`config.mk`:
```
export PLATFORM = sky130hd
export DESIGN_NAME = erug_classify
export DESIGN_NICKNAME = d
export VERILOG_FILES = /design/src/hw/rtl/erug_pkg.sv /design/src/hw/rtl/erug_classify.sv
export SDC_FILE = /design/constraint.sdc
export NUM_CORES = 2
export LEC_CHECK = 0
export ABC_AREA = 0
export CAP_MARGIN = 20
export CORE_MARGIN = 3
export CORE_UTILIZATION = 55
export DETAILED_ROUTE_END_ITERATION = 12
export DONT_BUFFER_PORTS = 1
export GPL_TIMING_DRIVEN = 0
export PLACE_DENSITY = 0.8
export SETUP_SLACK_MARGIN = 0.05
export SYNTH_ARGS = -nofsm -noshare
export SYNTH_HDL_FRONTEND = slang
export SYNTH_SLANG_ARGS = --single-unit
```
`constraint.sdc`:
```
create_clock -name i_clk -period 10.6 [get_ports i_clk]
set_clock_uncertainty 0.1 [all_clocks]
set_input_delay 1.06 -clock i_clk [delete_from_list [all_inputs] [get_ports i_clk]]
set_output_delay 1.06 -clock i_clk [all_outputs]
set_load 0.02 [all_outputs]
```
`src/hw/rtl/erug_pkg.sv`:
```
// ----------------------------------------------------------------------------
// erug_pkg
// Shared types, constants and helpers of the echo residual upload gate.
// ----------------------------------------------------------------------------
package erug_pkg;

    // default sizes
    localparam int MAX_FRAME_SAMPLES_DEF = 1024;
    localparam int QUEUE_DEPTH_DEF       = 16;

    // field widths
    localparam int SAMPLE_W = 16;
    localparam int SQ_W     = 31;   // |sample|^2 up to 2^30
    localparam int RMS_W    = 15;
    localparam int RATIO_W  = 16;
    localparam int HANG_W   = 8;
    localparam int DELAY_W  = 4;
    localparam int CFG_IDX_W  = 3;
    localparam int CFG_DATA_W = 16;

    // configuration register indexes
    localparam logic [CFG_IDX_W-1:0] CFG_REF_PRESENT = 3'd0;
    localparam logic [CFG_IDX_W-1:0] CFG_NEAR_RMS    = 3'd1;
    localparam logic [CFG_IDX_W-1:0] CFG_OUT_MIC_SQ  = 3'd2;
    localparam logic [CFG_IDX_W-1:0] CFG_MIC_REF_SQ  = 3'd3;
    localparam logic [CFG_IDX_W-1:0] CFG_REF_RMS     = 3'd4;
    localparam logic [CFG_IDX_W-1:0] CFG_HANG_FRAMES = 3'd5;
    localparam logic [CFG_IDX_W-1:0] CFG_OUT_DELAY   = 3'd6;

    typedef enum logic [1:0] {
        REQ_CAPTURE = 2'd0,
        REQ_OUTPUT  = 2'd1,
        REQ_RESET   = 2'd2
    } t_req;

    typedef enum logic [1:0] {
        DEC_BYPASS   = 2'd0,
        DEC_NEAR     = 2'd1,
        DEC_SUPPRESS = 2'd2
    } t_dec;

    // classifier verdict
    typedef struct packed {
        logic empty;     // popped entry had no samples
        logic near_end;  // all three near-end tests passed
        logic suppress;  // reference energy at or above activity threshold
    } t_cls_res;

    // square of a signed PCM sample
    function automatic logic [SQ_W-1:0] sq16(input logic [SAMPLE_W-1:0] v);
        logic [SAMPLE_W-1:0]   mag;
        logic [2*SAMPLE_W-1:0] p;
        mag = v[SAMPLE_W-1] ? (~v + 1'b1) : v;
        p   = mag * mag;
        return p[SQ_W-1:0];
    endfunction

endpackage

```
`src/hw/rtl/erug_classify.sv`:
```
// ----------------------------------------------------------------------------
// erug_classify
// Frame classifier: cross-multiplied threshold and ratio tests evaluated
// on one shared multiplier, one product per cycle.
// ----------------------------------------------------------------------------
module erug_classify #(
    parameter int MAX_FRAME_SAMPLES = 1024
) (
    input  logic                                          i_clk,
    input  logic                                          i_rst_n,
    input  logic                                          i_start,
    input  logic [2*(30+$clog2(MAX_FRAME_SAMPLES+1))
                  +$clog2(MAX_FRAME_SAMPLES+1)-1:0]       i_rdata,
    input  logic [30+$clog2(MAX_FRAME_SAMPLES+1)-1:0]     i_out_energy,
    input  logic [$clog2(MAX_FRAME_SAMPLES+1)-1:0]        i_out_count,
    input  logic [erug_pkg::RMS_W-1:0]                    i_near_rms,
    input  logic [erug_pkg::RATIO_W-1:0]                  i_out_mic_sq,
    input  logic [erug_pkg::RATIO_W-1:0]                  i_mic_ref_sq,
    input  logic [erug_pkg::RMS_W-1:0]                    i_ref_rms,
    output logic                                          o_done,
    output erug_pkg::t_cls_res                            o_res
);
    import erug_pkg::*;

    localparam int CW = $clog2(MAX_FRAME_SAMPLES + 1);
    localparam int EW = 30 + CW;
    localparam int DW = 2 * EW + CW;
    localparam int PW = EW + CW;        // multiplier A operand
    localparam int LW = PW + RATIO_W;   // product / compare width
    localparam int TW = 2 * RMS_W;      // squared threshold

    typedef enum logic [9:0] {
        C_IDLE = 10'b0000000001,
        C_LOAD = 10'b0000000010,
        C_T2N  = 10'b0000000100,
        C_A2   = 10'b0000001000,
        C_A2N  = 10'b0000010000,
        C_EON  = 10'b0000100000,
        C_EMK  = 10'b0001000000,
        C_EMKR = 10'b0010000000,
        C_ERM  = 10'b0100000000,
        C_FIN  = 10'b1000000000
    } t_cstate;

    t_cstate r_state, n_state;
    logic    r_done,  n_done;

    logic [EW-1:0] r_em, n_em;
    logic [EW-1:0] r_er, n_er;
    logic [CW-1:0] r_n,  n_n;
    logic [TW-1:0] r_sq, n_sq;
    logic [LW-1:0] r_p,  n_p;
    logic [LW-1:0] r_lhs, n_lhs;
    logic          r_c1, n_c1;   // mic above near-end level
    logic          r_c2, n_c2;   // output/mic ratio
    logic          r_c4, n_c4;   // reference active
    t_cls_res      r_res, n_res;

    logic [PW-1:0]      w_mul_a;
    logic [RATIO_W-1:0] w_mul_b;
    logic [LW-1:0]      w_prod;
    logic [LW-1:0]      w_em_sh;

    assign w_prod  = w_mul_a * w_mul_b;
    assign w_em_sh = LW'({r_em, 8'b0});

    always_comb begin
        n_state = r_state;
        n_done  = 1'b0;
        n_em    = r_em;
        n_er    = r_er;
        n_n     = r_n;
        n_sq    = r_sq;
        n_p     = r_p;
        n_lhs   = r_lhs;
        n_c1    = r_c1;
        n_c2    = r_c2;
        n_c4    = r_c4;
        n_res   = r_res;
        w_mul_a = '0;
        w_mul_b = '0;
        unique case (r_state)
            C_IDLE: begin
                if (i_start) begin
                    n_state = C_LOAD;
                end
            end
            C_LOAD: begin
                n_em    = i_rdata[DW-1 -: EW];
                n_er    = i_rdata[CW +: EW];
                n_n     = i_rdata[CW-1:0];
                w_mul_a = PW'(i_near_rms);
                w_mul_b = RATIO_W'(i_near_rms);
                n_sq    = w_prod[TW-1:0];
                n_state = C_T2N;
            end
            C_T2N: begin
                w_mul_a = PW'(r_sq);
                w_mul_b = RATIO_W'(r_n);
                n_p     = w_prod;
                n_state = C_A2;
            end
            C_A2: begin
                n_c1    = (LW'(r_em) >= r_p);
                w_mul_a = PW'(i_ref_rms);
                w_mul_b = RATIO_W'(i_ref_rms);
                n_sq    = w_prod[TW-1:0];
                n_state = C_A2N;
            end
            C_A2N: begin
                w_mul_a = PW'(r_sq);
                w_mul_b = RATIO_W'(r_n);
                n_p     = w_prod;
                n_state = C_EON;
            end
            C_EON: begin
                n_c4    = (LW'(r_er) >= r_p);
                w_mul_a = PW'(i_out_energy);
                w_mul_b = RATIO_W'(r_n);
                n_p     = w_prod;
                n_state = C_EMK;
            end
            C_EMK: begin
                n_lhs   = {r_p[LW-9:0], 8'b0};   // Eo*n*256
                w_mul_a = PW'(r_em);
                w_mul_b = RATIO_W'(i_out_count);
                n_p     = w_prod;
                n_state = C_EMKR;
            end
            C_EMKR: begin
                w_mul_a = r_p[PW-1:0];
                w_mul_b = i_out_mic_sq;
                n_p     = w_prod;
                n_state = C_ERM;
            end
            C_ERM: begin
                n_c2    = (r_lhs >= r_p);
                w_mul_a = PW'(r_er);
                w_mul_b = i_mic_ref_sq;
                n_p     = w_prod;
                n_state = C_FIN;
            end
            C_FIN: begin
                n_res.empty    = (r_n == '0);
                n_res.near_end = r_c1 && r_c2 && (w_em_sh >= r_p);
                n_res.suppress = r_c4;
                n_done         = 1'b1;
                n_state        = C_IDLE;
            end
            default: begin
                n_state = C_IDLE;
            end
        endcase
    end

    always_ff @(posedge i_clk) begin
        if (!i_rst_n) begin
            r_state <= C_IDLE;
            r_done  <= 1'b0;
        end else begin
            r_state <= n_state;
            r_done  <= n_done;
        end
    end

    always_ff @(posedge i_clk) begin
        r_em  <= n_em;
        r_er  <= n_er;
        r_n   <= n_n;
        r_sq  <= n_sq;
        r_p   <= n_p;
        r_lhs <= n_lhs;
        r_c1  <= n_c1;
        r_c2  <= n_c2;
        r_c4  <= n_c4;
        r_res <= n_res;
    end

    assign o_done = r_done;
    assign o_res  = r_res;

endmodule

```
== Word-level counts from Yosys, hierarchy flattened ==
Index checks and enable logic that the tools add are counted.

* Latch bits: 0
* Bits of input ports: 210
* Bits in registers: 268
* Memories: 0
* ROM bits: 0
* Word-level logic and storage cells: 42
* Memory bits (writable): 0

* Bitwise logic cells: 0
* Muxes and demuxes: 5
* Reductions and logical operators: 7
* Shift operators: 0
* Multiply operators: 1
* Magnitude comparators: 4
* Add/subtract/negate cells: 0
* Equal/unequal tests: 11
* Div/mod/pow operators: 0

{| class="wikitable"
|+ Operators with widths
! cell !! number
|-
| one-hot mux 52 bit (7 select lines) || 1
|-
| >= comparator 41 x 68 -> 1 bit || 2
|-
| one-hot mux 16 bit (6 select lines) || 1
|-
| one-hot mux 10 bit (9 select lines) || 1
|-
| >= comparator 49 x 68 -> 1 bit || 1
|-
| >= comparator 68 bit || 1
|-
| multiplier 52 x 16 -> 68 bit || 1
|-
| logical NOT 11 bit || 1
|-
| equality test 10 x 1 -> 1 bit (second input constant) || 1
|-
| equality test 10 bit (second input constant) || 1
|-
| equality test 10 x 2 -> 1 bit (second input constant) || 1
|-
| equality test 10 x 3 -> 1 bit (second input constant) || 1
|-
| equality test 10 x 4 -> 1 bit (second input constant) || 1
|-
| equality test 10 x 5 -> 1 bit (second input constant) || 1
|-
| equality test 10 x 6 -> 1 bit (second input constant) || 1
|-
| equality test 10 x 7 -> 1 bit (second input constant) || 1
|-
| equality test 10 x 8 -> 1 bit (second input constant) || 1
|-
| equality test 10 x 9 -> 1 bit (second input constant) || 1
|-
| two-way mux 10 bit || 1
|-
| OR reduction 6 bit || 1
|-
| OR reduction 2 bit || 2
|-
| OR reduction 3 bit || 1
|-
| logical AND 1 bit || 2
|-
| != test 2 bit (second input constant) || 1
|-
| two-way mux 1 bit || 1
|}

== Longest topological paths before layout ==
* Word-level depth: 4
* Depth in mapped cells: 36

== Worst setup path after synthesis ==
OpenSTA, ideal clock, no wires.

* Path type: register to register
* From: register r_state[5]
* To: register r_p[63] (data pin)
* Stages on the path, launching flop included: 31
* Path buffers: 4
* Slack: -0.673 ns
* Required time: 10.240 ns
* Clock period less this slack: 11.273 ns
* Arrival time: 10.913 ns
* Path through: dfxtp_1 nor4_1 nor2b_1 and4b_1 clkbuf_1 clkbuf_1 a22oi_1 nand3_1 clkbuf_1 nand2_1 fa_1 inv_1 fa_1 fa_1 fa_1 fa_1 inv_1 fa_1 inv_1 ha_1 buf_4 nand4_4 or3_1 o311a_1 or4_4 a221oi_4 nor2_2 o21ai_2 a21oi_2 o21ai_2 xor2_1

* Longest elaborated chain between the ends: 4
* Elaborated cells between the ends (all ways): 13
* Those cells by class: 1 x mul; 8 x eq/ne; 2 x mux; 2 x reduce/logical

{| class="wikitable"
|+ Ends and longest elaborated chain
! element !! line !! source
|-
| from (decl) || erug_classify.sv:45 || <nowiki>t_cstate r_state, n_state;</nowiki>
|-
| from (signal assigned) || erug_classify.sv:161 || <nowiki>r_state <= n_state;</nowiki>
|-
| equality test 10 x 6 -> 1 bit, or another cell as far along || erug_classify.sv:82 || <nowiki>unique case (r_state)</nowiki>
|-
| OR reduction 3 bit (no line) or OR reduction 2 bit (tied branches) || n/a ||
|-
| one-hot mux 16 bit (6 select lines) or one-hot mux 52 bit (7 select lines) (tied branches) || erug_classify.sv:82 ||
|-
| multiplier 52 x 16 -> 68 bit * || erug_classify.sv:64 || <nowiki>assign w_prod = w_mul_a * w_mul_b;</nowiki>
|-
| net w_prod[63] || erug_classify.sv:61 || <nowiki>logic [LW-1:0] w_prod;</nowiki>
|-
| to (signal assigned) || erug_classify.sv:171 || <nowiki>r_p <= n_p;</nowiki>
|-
| to (decl) || erug_classify.sv:52 || <nowiki>logic [LW-1:0] r_p, n_p;</nowiki>
|}

The timed path passes the listed nets; every way through them passes the cells marked *.
A chain may end at the register's enable or synchronous reset.

== Worst setup path in the final report ==
* From: register r_state[0]
* To: register r_p[66] (data pin)

Same word-level chain as after synthesis.

==> out/results.txt <==
Global router's overall resource usage = 0.363
Most used standard cell by instance count after synthesis = inv_1
Wire length per cell after detailed routing = 26.2 um
Residual overflow from global routing = 0
Count of mapped cells out of synthesis = 4105
Worst endpoint data arrival time = 10.64 ns
Length of the first detailed-routing pass in iterations = 8
Setup Viol. Count Final = 0
Critical path fanouts, max = 10
#FFs+latches synth = 268
Final nets = 5366
Number of enable flip-flop cells after synthesis = 257
Synth unique cells = 69
Leading cell types by total area after synthesis = fa_1 36%, edfxtp_1 20%, ha_1 10%
Total area of multi-input combinational cells = 0.0278 mm^2
Top achievable clock speed = 96.3 MHz
Max incr delay on CP = 0.55 ns
Sequential area share after synthesis = 0.202
Hold Crit Depth = 0
WS Path Type = reg2reg
CTS tree = done
Wire length of the first global-routing pass = 200000 um
Total power consumption of the routed design = 2.37 mW
Prevailing post-synth register cell = edfxtp_1
Final Cycle Share = 0.980
Number of remaining DRC errors = 0
Worst rel slew slack = 0.215
Pin count of the biggest net entering global routing = 74
Unrepaired setup endpoints after global routing = yes
Maximum clock insertion buffer count = 3
Clk sink count = 268
Sort of element at the start of the critical path = flip-flop
Number of nets with antenna violations after detailed routing = 0
IR drop worst, VDD = 0.155 mV
Pwr per Cell Area = 56.5 mW/mm^2
Outcome = complete, no violations
Count of buffers inserted at the top-level ports = 0
Endpoint kind of the worst setup timing path = flip-flop
Transition at the pin with the smallest max-transition slack = 1.17 ns
Per-cell via count in the routed design = 6.23
Die Outline Area = 0.0746 mm^2
FF+latch area = 0.00794 mm^2
Setup tns final = 0 ns
Fillcell total = 5928
Area of the core region = 0.0704 mm^2
Count of boundary I/O pins = 214
Die width = 273 um
Crit path max-delay cell type = nor2_1
Layout cells sized above 1 = 0.0508
Vertical extent of the die = 273 um
Maxcap violations = 0
Fraction of post-synthesis cell area in the top cell type by area = 0.356
Yosys top cell by area = fa_1
Overall via count from detail_route = 31818
Worst Reg-to-Reg Cells = 31
Most common cell type on the critical path = fa_1
Antenna violations before repair = 13
Number of global-route vias before repair = 33024
TritonCTS Buffers = 28
Type of the tightest min-delay check = reg2reg
Post-detailed-placement half-perimeter wirelength = 110000 um
Hold violation count in the final report = 0
Max-slew violations = 0
Number of DRC markers in iteration 0 = 3790
Hold buffer count at cts = 0
Gpl congestion = 1.06
Clock-pin slew reported for the worst setup and hold paths after clock tree synthesis = 0.08 ns
Worst Path Required = 10.85 ns
Count of warnings emitted by yosys = 0
Starting utilization of the core area = 0.558
Wirelength, routed = 134000 um
Maximum level of the CTS H-tree = 1
Syn nets = 5336
Final standard cell utilization of the core = 0.595
Top cells by instance count after synthesis = 789 x inv_1, 698 x fa_1, 620 x nand2_1, 361 x nor2_1, 323 x ha_1
Time the worst path needs with I/O delays and setup = 10.39 ns
Placement Rows = 97
P_leak = 18.8 nW
Cell Area, Synth = 0.0393 mm^2
Area added between synthesis and finish = 6.76%
Avg Inst Size Synth = 9.56 um^2
Proportion of register bits with asynchronous set or reset after synthesis = 0
Clock root buffer master = clkbuf_16
Clock insertion delay at the later pin of the skew report = 0.61 ns
## cells in the final DEF (no fill, tap or decap), types with 43 or more instances in the layout
master,instances
inv_1,789
fa_1,698
nand2_1,619
nor2_1,361
ha_1,323
edfxtp_1,257
a21oi_1,141
clkbuf_1,96
a21o_1,87
o21ai_0,57
xnor2_1,48
a22oi_1,46
nand4_1,46
a22o_1,43
## registers in the layout (all words and copies together) (netlist names), 3 cells and up
register and count:
r_sq 30, r_p 68, r_n 11, r_er 41, r_state 10, r_em 41, r_lhs 60, o_res 3
## layer usage
| layer | up-vias | track usage | share of wire |
|---|---|---|---|
| met2 | 2328 | 0.550 | 0.44 |
| met5 | - | 0 | 0.00049 |
| met4 | 8 | 0.213 | 0.072 |
| met3 | 541 | 0.132 | 0.15 |
| met1 | 15763 | 0.447 | 0.34 |
| li1 | 13178 | - | - |
## cells by family after synthesis
kind of cell	Yosys count	share of synthesized area
AOI/OAI and AO/OA	537	0.0952
xor gates and xnor gates	66	0.0147
adders and majority gates	1021	0.459
buffers and inverters	984	0.0953
DFF	268	0.202
and+or+nand+nor	1229	0.134
## area by class of cell
class | count | area share
Multi-Input combinational cell | 2853 | 0.663
Sequential cell | 268 | 0.189
Inverter | 789 | 0.0707
Tap cell | 940 | 0.0281
Buffer | 172 | 0.0195
Clock buffer | 33 | 0.0182
Timing Repair Buffer | 23 | 0.00567
Clock inverter | 19 | 0.00505
Antenna cell | 12 | 0.000717
## critical path: cells and delay by family (launching register included)
family / cells / cell delay [ns]
xor gates and xnor gates: 1 / 0.11
and+or+nand+nor: 8 / 2.12
buffers and inverters: 8 / 2.00
adders and majority gates: 7 / 3.40
AOI/OAI and AO/OA: 7 / 1.98
DFF: 1 / 0.40
## path summary, 6_finish.rpt
path	start	endpoint	slack (ns)
min reg2reg	r_p[17]$_DFFE_PP_	r_lhs[25]$_DFFE_PN_	0.39
max reg2reg	r_state[0]$_SDFFE_PN1P_	r_p[66]$_DFFE_PP_	0.21
min	r_p[17]$_DFFE_PP_	r_lhs[25]$_DFFE_PN_	0.39
max	r_state[0]$_SDFFE_PN1P_	r_p[66]$_DFFE_PP_	0.21
## stage by stage
step                hold WS (ns)  setup WS, ns  instances  cell area [um^2]
floorplan                  0.300         0.137       4105             39300
global placement           0.361         -4.20       5045             40400
detailed placement         0.373         -1.47       5060             40700
CTS                        0.386        0.0178       5103             41700
global route               0.401       0.00177       5099             41900
finish                     0.390         0.211       5109             41900
## report_power, final
| group | internal (mW) | leakage (nW) | switching, mW |
|---|---|---|---|
| Sequential | 1.16 | 2.48 | 0.0151 |
| Combinational | 0.0275 | 15.8 | 0.0829 |
| Clock | 0.595 | 0.477 | 0.482 |
## timing repair
action	4_1_cts	5_1_grt
endpoints found under the setup margin	32	24
pin swaps	2	3
buffers inserted	3	3
resized for setup	48	79
cloned	0	1
No activity file was read; power rests on OpenSTA's default activity.
